[src/rtl/core/gwm_pkg.sv]
`timescale 1ns / 1ps
// shared constants, types and helpers of the glob wildcard matcher
package gwm_pkg;

    localparam int PATTERN_MAX = 32;
    localparam int POS_W       = PATTERN_MAX + 1;
    localparam int CHAR_W      = 8;
    localparam int CFG_DATA_W  = 64;
    localparam int CFG_ADDR_W  = 3;
    localparam int LEN_W       = 6;
    localparam int PAT_REGS    = 4;
    localparam int BYTES_PER_REG = CFG_DATA_W / CHAR_W;

    localparam logic [CHAR_W-1:0] CHAR_STAR   = 8'h2A;
    localparam logic [CHAR_W-1:0] CHAR_QMARK  = 8'h3F;
    localparam logic [CHAR_W-1:0] CHAR_LOW_A  = 8'h61;
    localparam logic [CHAR_W-1:0] CHAR_LOW_Z  = 8'h7A;
    localparam logic [CHAR_W-1:0] CASE_OFFSET = 8'd32;
    localparam logic [CHAR_W-1:0] CHAR_NUL    = 8'h00;

    typedef enum logic [CFG_ADDR_W-1:0] {
        REG_PAT0 = 3'd0,
        REG_PAT1 = 3'd1,
        REG_PAT2 = 3'd2,
        REG_PAT3 = 3'd3,
        REG_LEN  = 3'd4
    } t_cfg_reg;

    // per-position pattern info handed to each cell
    typedef struct packed {
        logic              in_use;
        logic              star;
        logic              qmark;
        logic [CHAR_W-1:0] folded;
    } t_cell_cfg;

    function automatic logic [CHAR_W-1:0] fold_case(input logic [CHAR_W-1:0] c);
        fold_case = (c >= CHAR_LOW_A && c <= CHAR_LOW_Z) ? c - CASE_OFFSET : c;
    endfunction

endpackage

[src/rtl/core/gwm_cell.sv]
`timescale 1ns / 1ps
// one pattern position of the matcher chain
module gwm_cell (
    input  gwm_pkg::t_cell_cfg         i_cfg,
    input  logic [gwm_pkg::CHAR_W-1:0] i_char,
    input  logic                       i_seed,
    input  logic                       i_carry,
    output logic                       o_closed,
    output logic                       o_carry,
    output logic                       o_step_self,
    output logic                       o_step_next
);
    import gwm_pkg::*;

    // active after star closure from the left neighbor
    assign o_closed    = i_seed | i_carry;
    assign o_carry     = o_closed & i_cfg.in_use & i_cfg.star;
    // star stays put, other bytes advance on a match
    assign o_step_self = o_closed & i_cfg.in_use & i_cfg.star;
    assign o_step_next = o_closed & i_cfg.in_use & ~i_cfg.star
                       & (i_cfg.qmark | (i_cfg.folded == i_char));

endmodule

[src/rtl/core/gwm_cfg.sv]
`timescale 1ns / 1ps
// pattern registers and per-position cell setup
module gwm_cfg (
    input  logic                           i_clk,
    input  logic                           i_rst_n,
    input  logic                           i_wr,
    input  logic [gwm_pkg::CFG_ADDR_W-1:0] i_addr,
    input  logic [gwm_pkg::CFG_DATA_W-1:0] i_data,
    output gwm_pkg::t_cell_cfg             o_cell [gwm_pkg::PATTERN_MAX]
);
    import gwm_pkg::*;

    logic [CFG_DATA_W-1:0] r_pat [PAT_REGS];
    logic [CFG_DATA_W-1:0] n_pat [PAT_REGS];
    logic [LEN_W-1:0]      r_len;
    logic [LEN_W-1:0]      n_len;
    t_cell_cfg             r_cell [PATTERN_MAX];
    t_cell_cfg             n_cell [PATTERN_MAX];

    logic [LEN_W-1:0]       len_eff;
    logic [PATTERN_MAX:0]   len_mask;
    logic [PATTERN_MAX-1:0] zero_vec;
    logic [PATTERN_MAX-1:0] first_zero;
    logic [PATTERN_MAX-1:0] before_zero;
    logic [PATTERN_MAX-1:0] use_vec;
    logic [CHAR_W-1:0]      pbyte [PATTERN_MAX];

    always_comb begin
        for (int r = 0; r < PAT_REGS; r++) begin
            n_pat[r] = r_pat[r];
        end
        n_len = r_len;
        if (i_wr) begin
            case (i_addr)
                REG_PAT0: n_pat[0] = i_data;
                REG_PAT1: n_pat[1] = i_data;
                REG_PAT2: n_pat[2] = i_data;
                REG_PAT3: n_pat[3] = i_data;
                REG_LEN:  n_len    = i_data[LEN_W-1:0];
                default:  n_len    = r_len;
            endcase
        end
    end

    always_comb begin
        for (int i = 0; i < PATTERN_MAX; i++) begin
            pbyte[i]    = n_pat[i / BYTES_PER_REG][(i % BYTES_PER_REG) * CHAR_W +: CHAR_W];
            zero_vec[i] = (pbyte[i] == CHAR_NUL);
        end
        len_eff     = (n_len > LEN_W'(PATTERN_MAX)) ? LEN_W'(PATTERN_MAX) : n_len;
        len_mask    = ((PATTERN_MAX+1)'(1) << len_eff) - (PATTERN_MAX+1)'(1);
        // positions below the first zero byte; all ones when none is zero
        first_zero  = zero_vec & (~zero_vec + PATTERN_MAX'(1));
        before_zero = first_zero - PATTERN_MAX'(1);
        use_vec     = before_zero & len_mask[PATTERN_MAX-1:0];
        for (int i = 0; i < PATTERN_MAX; i++) begin
            n_cell[i].in_use = use_vec[i];
            n_cell[i].star   = (pbyte[i] == CHAR_STAR);
            n_cell[i].qmark  = (pbyte[i] == CHAR_QMARK);
            n_cell[i].folded = fold_case(pbyte[i]);
        end
    end

    always_ff @(posedge i_clk) begin
        if (!i_rst_n) begin
            for (int r = 0; r < PAT_REGS; r++) begin
                r_pat[r] <= '0;
            end
            for (int i = 0; i < PATTERN_MAX; i++) begin
                r_cell[i] <= '0;
            end
            r_len <= '0;
        end else if (i_wr) begin
            r_pat  <= n_pat;
            r_len  <= n_len;
            r_cell <= n_cell;
        end
    end

    assign o_cell = r_cell;

endmodule

[src/rtl/core/glob_wildcard_matcher.sv]
`timescale 1ns / 1ps
// glob wildcard matcher top level: cell chain, item handshake, result register
// a result is registered and shown in the cycle after its end-of-name item is accepted
// throughput: one item per cycle while the result register is free or being drained
// the star closure ripples combinationally through 32 cells like a carry chain
// reset (synchronous, active low): empty pattern, start state, no result pending
// a configuration write restarts the automaton; no clearing pass is needed
module glob_wildcard_matcher (
    input  logic                           i_clk,
    input  logic                           i_rst_n,
    // configuration write channel
    input  logic                           i_cfg_valid,
    output logic                           o_cfg_ready,
    input  logic [gwm_pkg::CFG_ADDR_W-1:0] i_cfg_addr,
    input  logic [gwm_pkg::CFG_DATA_W-1:0] i_cfg_data,
    // input item stream
    input  logic                           i_s_axis_tvalid,
    output logic                           o_s_axis_tready,
    input  logic [7:0]                     i_s_axis_tdata,  // [7:0] name_char
    input  logic                           i_s_axis_tlast,  // end_of_name
    // result stream
    output logic                           o_m_axis_tvalid,
    input  logic                           i_m_axis_tready,
    output logic [7:0]                     o_m_axis_tdata   // [0] matched, [7:1] zero
);
    import gwm_pkg::*;

    t_cell_cfg             cell_cfg [PATTERN_MAX];
    logic [CHAR_W-1:0]     char_folded;
    logic [PATTERN_MAX:0]  carry;
    logic [POS_W-1:0]      closed;
    logic [PATTERN_MAX-1:0] step_self;
    logic [PATTERN_MAX-1:0] step_next;
    logic [POS_W-1:0]      r_seed;
    logic [POS_W-1:0]      n_seed;
    logic                  r_out_valid;
    logic                  r_out_match;
    logic                  in_acc;
    logic                  is_end;
    logic                  cfg_wr;
    logic                  result;
    logic [POS_W:0]        use_ext;   // in-use bits with a set bit below and a clear bit above

    // config is always taken; the user must send it only while the block is idle, the block does not enforce this
    assign o_cfg_ready = 1'b1;
    assign cfg_wr      = i_cfg_valid & o_cfg_ready;

    gwm_cfg u_cfg (
        .i_clk   (i_clk),
        .i_rst_n (i_rst_n),
        .i_wr    (cfg_wr),
        .i_addr  (i_cfg_addr),
        .i_data  (i_cfg_data),
        .o_cell  (cell_cfg)
    );

    // a new item goes in whenever the result register is free or being drained
    assign o_s_axis_tready = ~r_out_valid | i_m_axis_tready;
    assign in_acc          = i_s_axis_tvalid & o_s_axis_tready;
    // a zero name byte ends the name just like tlast
    assign is_end          = i_s_axis_tlast | (i_s_axis_tdata == CHAR_NUL);
    assign char_folded     = fold_case(i_s_axis_tdata);

    // cell chain: r_seed holds the raw position set, cells apply star closure
    assign carry[0] = 1'b0;
    for (genvar g = 0; g < PATTERN_MAX; g++) begin : g_cell
        gwm_cell u_cell (
            .i_cfg       (cell_cfg[g]),
            .i_char      (char_folded),
            .i_seed      (r_seed[g]),
            .i_carry     (carry[g]),
            .o_closed    (closed[g]),
            .o_carry     (carry[g+1]),
            .o_step_self (step_self[g]),
            .o_step_next (step_next[g])
        );
    end
    // position after the last pattern byte has no byte of its own
    assign closed[PATTERN_MAX] = r_seed[PATTERN_MAX] | carry[PATTERN_MAX];

    // match when the position right after the last in-use byte is active
    always_comb begin
        use_ext = '0;
        use_ext[0] = 1'b1;
        for (int i = 0; i < PATTERN_MAX; i++) begin
            use_ext[i+1] = cell_cfg[i].in_use;
        end
        result = 1'b0;
        for (int i = 0; i < POS_W; i++) begin
            result = result | (closed[i] & use_ext[i] & ~use_ext[i+1]);
        end
    end

    // next raw position set after one name character
    always_comb begin
        n_seed    = '0;
        n_seed[0] = step_self[0];
        for (int i = 1; i < PATTERN_MAX; i++) begin
            n_seed[i] = step_self[i] | step_next[i-1];
        end
        n_seed[PATTERN_MAX] = step_next[PATTERN_MAX-1];
    end

    always_ff @(posedge i_clk) begin
        if (!i_rst_n) begin
            r_seed      <= POS_W'(1);
            r_out_valid <= 1'b0;
        end else begin
            if (cfg_wr || (in_acc && is_end)) begin
                // back to the start position; closure is applied by the cells
                r_seed <= POS_W'(1);
            end else if (in_acc) begin
                r_seed <= n_seed;
            end
            if (in_acc && is_end) begin
                r_out_valid <= 1'b1;
            end else if (i_m_axis_tready) begin
                r_out_valid <= 1'b0;
            end
        end
    end

    // result payload, loaded with its valid
    always_ff @(posedge i_clk) begin
        if (in_acc && is_end) begin
            r_out_match <= result;
        end
    end

    assign o_m_axis_tvalid = r_out_valid;
    assign o_m_axis_tdata  = {7'd0, r_out_match};

endmodule

[config.mk]
export PLATFORM = sky130hd
export DESIGN_NAME = glob_wildcard_matcher
export DESIGN_NICKNAME = d
export VERILOG_FILES = /design/src/rtl/core/gwm_pkg.sv /design/src/rtl/core/gwm_cell.sv /design/src/rtl/core/gwm_cfg.sv /design/src/rtl/core/glob_wildcard_matcher.sv
export SDC_FILE = /design/constraint.sdc
export NUM_CORES = 1
export LEC_CHECK = 0
export ABC_AREA = 1
export BUFFER_PORTS_ARGS = -buffer_cell sky130_fd_sc_hd__buf_2
export CORE_ASPECT_RATIO = 0.8
export CORE_UTILIZATION = 45
export DETAILED_ROUTE_END_ITERATION = 12
export PLACE_DENSITY = 0.69
export SYNTH_ARGS = -nofsm -noshare
export SYNTH_HDL_FRONTEND = slang
export SYNTH_SLANG_ARGS = --single-unit
[constraint.sdc]
create_clock -name i_clk -period 9.1 [get_ports i_clk]
set_clock_uncertainty 0.1 [all_clocks]
set_input_delay 0.455 -clock i_clk [delete_from_list [all_inputs] [get_ports i_clk]]
set_output_delay 0.455 -clock i_clk [all_outputs]
set_load 0.02 [all_outputs]
### After elaboration in Yosys (flattened, before gate mapping)

Cells that the tools add are included.

| word-level totals | value |
|---|---|
| logic and storage cells | 845 |
| bits in registers | 649 |
| output and inout bits | 11 |

| operators by class | value |
|---|---|
| order comparisons | 67 |
| muxes and demuxes | 43 |
| shift operators | 1 |
| equality and inequality tests | 100 |
| bitwise logic cells | 391 |
| reduce and logical (&&, ||, !) cells | 71 |
| $add $sub $neg | 36 |

Operators with widths:

| operator | number |
|---|---|
| $eq 8x6->1 const B | 64 |
| $ge 8x7->1 const B | 33 |
| $le 8x7->1 const B | 33 |
| $logic_not 8->1 | 33 |
| $mux 8 | 33 |
| $sub 8x6->8 const B | 33 |
| $eq 8x8->1 | 32 |
| $mux 256 | 1 |
| $mux 64 | 4 |
| $and 1x1->1 | 193 |
| $or 1x1->1 | 129 |
| $not 1->1 | 66 |
| $and 32x32->32 | 2 |
| $logic_and 1x1->1 | 34 |
| $add 32x1->32 const B | 1 |
| $not 32->32 | 1 |
| $shl 1x6->32 const A | 1 |
| $sub 32x1->32 const B | 1 |
| $sub 32x2->32 const B | 1 |
| $mux 6 | 3 |
| $eq 3x2->1 const B | 2 |
| $gt 6x6->1 const B | 1 |
| $eq 3x1->1 const B | 1 |
| $eq 3x3->1 const B | 1 |
| 5 further kinds | 6 |

### Longest topological paths before layout

| logic depth | value |
|---|---|
| depth after elaboration | 98 |
| depth in mapped cells | 64 |
| depth with buffers taken out | 64 |

### Cells and area by module

From an unflattened synthesis, not the netlist that was laid out.

| second synthesis, totals | value |
|---|---|
| cell total of the unflattened synthesis | 5,012 |
| area total of the unflattened synthesis | 30,994.7 um2 |

By module, submodules not included:

| module | cells an instance | area each (um2) | times used |
|---|---|---|---|
| gwm_cfg | 3,432 | 23,177.2 | 1 |
| gwm_cell | 39 | 178.9 | 32 |
| glob_wildcard_matcher | 332 | 2,092.0 | 1 |

### Least setup slack after synthesis

OpenSTA, ideal clock, no wires.

| path | value |
|---|---|
| kind | register to register |
| start point | reg u_cfg.r_cell, in the netlist u_cfg.o_cell[351] |
| end point | reg r_out_match, data pin |
| library setup time | 0.135 ns |
| slack | 3.711 ns |
| required time | 8.865 ns |
| stages on the path, launching flop included | 65 |
| period minus slack after synthesis | 5.389 ns |
| data arrival time | 5.155 ns |
| buffers on the path | 0 |
| path through | dfxtp_1 -> nand3_2 -> nand2_2 -> nand3_2 -> nand2_2 -> nand3_2 -> nand2_2 -> nand3_2 -> nand2_2 -> nand3_2 -> nand2_2 -> nand3_2 -> nand2_2 -> nand3_2 -> nand2_2 -> nand3_2 -> nand2_2 -> nand3_2 -> [29 not listed] -> nand3_2 -> nand2_2 -> nand3_2 -> nand2_2 -> nand3_2 -> nand2_2 -> nand3_2 -> nand2_2 -> nand3_2 -> nand2_2 -> nand3_2 -> nand2_2 -> nand3_2 -> nand2_2 -> nand3_2 -> nand2_2 -> nand3_2 -> nand3_1 |

| between the ends | value |
|---|---|
| word-level cells in the longest chain between the ends | 98 |
| elaborated cells between the ends (all ways) | 193 |
| classes of those cells | bitwise: 193 |

Ends and longest elaborated chain:

| element | line | text |
|---|---|---|
| start, declared | gwm_cfg.sv:17 | `t_cell_cfg r_cell [PATTERN_MAX];` |
| start signal, assigned | gwm_cfg.sv:76 | `r_cell <= n_cell;` |
| $and 1x1->1 (2 in series) | gwm_cell.sv:17 | `assign o_carry = o_closed & i_cfg.in_use & i_cfg.star;` |
| $or 1x1->1 | gwm_cell.sv:16 | `assign o_closed = i_seed \| i_carry;` |
| $and 1x1->1 (2 in series) | gwm_cell.sv:17 |  |
| $or 1x1->1 | gwm_cell.sv:16 |  |
| $and 1x1->1 (2 in series) | gwm_cell.sv:17 |  |
| $or 1x1->1 | gwm_cell.sv:16 |  |
| $and 1x1->1 (2 in series) | gwm_cell.sv:17 |  |
| $or 1x1->1 | gwm_cell.sv:16 |  |
| [77 not listed] | - |  |
| $or 1x1->1 | gwm_cell.sv:16 |  |
| $and 1x1->1 (2 in series) | gwm_cell.sv:17 |  |
| $or 1x1->1 | gwm_cell.sv:16 |  |
| $and 1x1->1 (2 in series) | gwm_cell.sv:17 |  |
| $or 1x1->1 | glob_wildcard_matcher.sv:79 | `assign closed[PATTERN_MAX] = r_seed[PATTERN_MAX] \| carry[PATTERN_MAX];` |
| $and 1x1->1 | glob_wildcard_matcher.sv:90 | `result = result \| (closed[i] & use_ext[i] & ~use_ext[i+1]);` |
| $or 1x1->1 * | glob_wildcard_matcher.sv:90 |  |
| via result | glob_wildcard_matcher.sv:41 | `logic result;` |
| end signal, assigned | glob_wildcard_matcher.sv:126 | `r_out_match <= result;` |
| end, declared | glob_wildcard_matcher.sv:37 | `logic r_out_match;` |

The timed path passes the listed nets; every way through them passes the cells marked *.
A chain may end at the register's enable or synchronous reset.

### Worst setup path in the final report

Ends and elaborated chain as after synthesis.

==> metrics.txt <==
syn avg cell area=around 7 um^2; most area-consuming cells after synthesis=dfxtp_1, inv_1, nand2_1, nor2_1, o21ai_0; final max-slew violation count=0; RR Startpoint=u_cfg.o_cell[351]; antenna violations before repair=5; Crit-path slowest cell=dfxtp_1; fin nets=around 3.8k; worst reg2reg path depth=64; number of flops mapped to enable cells by yosys=1; final hold vios=0; CTS tree=done; LEAKAGE=around 13 nW; vias per cell=around 5.6; mapped cell area=roughly 26000 um^2; initial core utilization=0.456; Max Used Layer=met5; DP HPWL=just over 60 mm; Worst-Skew Late Latency=roughly 0.63 ns; peak supply drop=0.150 mV; most frequent CP cell=nand3_2; metal2 WL=35.5 mm; post-cts gate resize count=0; RSZ-0062 raised after global routing=no; Total Power Consumption=around 5 mW; GRT Resource Usage Total=0.296; Longest Clk Path Bufs=3; status=complete, no violations; Hold Path Stages=4; final setup fails=0; worst slew pin tran=1.23 ns; # clock sinks=~500; Setup crit start=u_cfg.o_cell[351]; Mapped Cells=~3.7k; Core Region=about 57000 um^2; CTS Buf Count=50; DIE WIDTH=about 270 um; Ant. Diodes=0; PwrDens=roughly 180 nW/um^2; ys async rst share=0; DRT iter0 DRCs=3024; Post-Route M1 WL=around 40 mm; R2R setup slack=approximately 2.5 ns; distinct cell type count after synthesis=50; I/O Buffers=83; vias in the first global route=22.5k; Worst EP required=about 9.5 ns; # fillers=5647; Vias=~25k; global placement routability congestion=~1; WL/cell=roughly 20 um; share of layout cells above drive strength 1=0.0844; largest net degree at the start of global routing=84; # DRC=0; worst hold path type=in -> reg; Setup CP Type=reg -> reg; H-tree depth=2; main flop type after synthesis=dfxtp_1; # rows=slightly below 80; Seq cells post-synth=489; CP arrival=just under 7 ns; CP peak stage delay=about 0.41 ns; share of the synthesized area in the top cell type=0.376; WL final=~90 mm; worst-path fanout max=5; first drt pass iteration count=6; Slew headroom=0.175; period utilization=0.722; number of post-CTS setup repair buffers=0; global route overflow=0; R2R Path End=r_out_match; WL met3=9.95 mm; FMAX=between 0.15 and 0.2 GHz; crit path time final=approximately 6.6 ns; CP Launch Type=flop; Synth-to-Final Area Change=10.3%; Root Driver=clkbuf_16; first-pass GRT wire length=around 130 mm; commonest cells after routing, fill and taps aside=inv_1, nand2_1, nor2_1, dfxtp_1, o21ai_0; hold_buf cts=0; Total Die Area=~60000 um^2; Antenna Nets Post-Route=0; sequential share of the synthesized area=0.377; # IOs=92; Die Span Y=217 um; leading cell type in the layout, fill and taps excluded=inv_1; max cap viols=0; clock transition at the registers of the reported paths=~0.070 ns; TNS Setup=0 ns; Synth area leader=dfxtp_1; crit path capture type=flop; critical path endpoint=r_out_match; Yosys warning count=0
worst min-delay path by stage:
stage	slack, ns	from	end
floorplan	0.32	u_cfg.o_cell[206]	u_cfg.o_cell[206]
global placement	0.36	u_cfg.o_cell[184]	u_cfg.o_cell[184]
CTS	0.03	i_m_axis_tready	o_m_axis_tvalid
global route	0.06	i_m_axis_tready	o_m_axis_tvalid
finish	0.04	i_m_axis_tready	o_m_axis_tvalid
detailed placement	0.36	u_cfg.o_cell[5]	u_cfg.o_cell[5]
power breakdown:
| part | switching, mW | internal (mW) | total (mW) |
|---|---|---|---|
| Clock | 0.932 | 1.22 | 2.15 |
| Combinational | 0.508 | 0.188 | 0.697 |
| Sequential | 0.0304 | 2.20 | 2.23 |
cell type report:
| class | count | area, um^2 | area share |
|---|---|---|---|
| clock buffers | 69 | 1430 | 0.0500 |
| flip-flops and latches | 489 | 9800 | 0.342 |
| inverters | 577 | 2170 | 0.0759 |
| clock inverters | 22 | 243 | 0.00847 |
| repair buffers | 117 | 671 | 0.0234 |
| well taps | 760 | 951 | 0.0332 |
| multi-input cells | 2460 | 13400 | 0.467 |
critical path: cells and delay by family, from the launching register on:
family,cells,cell delay (ns)
flip-flops,1,0.41
AND/OR/NAND/NOR,64,5.95
registers in the layout (all words and copies together), names as in the netlist:
name and flops:
r_out_match 1, u_cfg.r_len 6, o_m_axis_tvalid 1, r_seed 33
u_cfg.o_cell 352, u_cfg.r_pat 96
routing by layer:
layer,global-route usage,up-vias
met5,0.0214,-
met4,0.102,8
met3,0.0692,180
met2,0.429,1131
met1,0.425,11600
li1,-,12300
cells in the mapped netlist, types with 34 or more instances:
master and instances:
nand4_1 117, o22ai_1 59, clkbuf_1 141, inv_1 573, nor4_1 36, nor2_1 493
mux2i_1 55, nand2_1 523, ha_1 34, xor2_1 79, nand3_1 139, a31oi_1 41
dfxtp_1 488, a21oi_1 95, nor3_1 70, o21ai_0 332, or2_2 36, xnor2_1 49
per-stage QoR:
| stage | util | cell area [um^2] | std cells | hold slack [ns] | setup WS (ns) |
|---|---|---|---|---|---|
| 2_1_floorplan | - | 26000 | 3705 | 0.323 | 3.71 |
| 3_3_place_gp | 0.474 | 27000 | 4403 | 0.359 | 2.76 |
| 3_5_place_dp | 0.474 | 27000 | 4403 | 0.361 | 2.29 |
| 4_1_cts | 0.504 | 28700 | 4494 | 0.0342 | 2.60 |
| 5_1_grt | 0.504 | 28700 | 4494 | 0.0648 | 1.83 |
| 6_report | 0.504 | 28700 | 4494 | 0.0438 | 2.53 |
cells by family after synthesis:
| group | after synthesis | share of synthesized area |
|---|---|---|
| flip-flops | 489 | 0.377 |
| other | 2 | 0.000289 |
| multiplexers | 55 | 0.0212 |
| buffers and inverters | 756 | 0.111 |
| XOR/XNOR | 128 | 0.0432 |
| AO/OA/AOI/OAI | 734 | 0.172 |
| adder cells (fa/ha/maj) | 34 | 0.0164 |
| AND/OR/NAND/NOR | 1501 | 0.259 |
No activity file was read; power rests on OpenSTA's default activity.
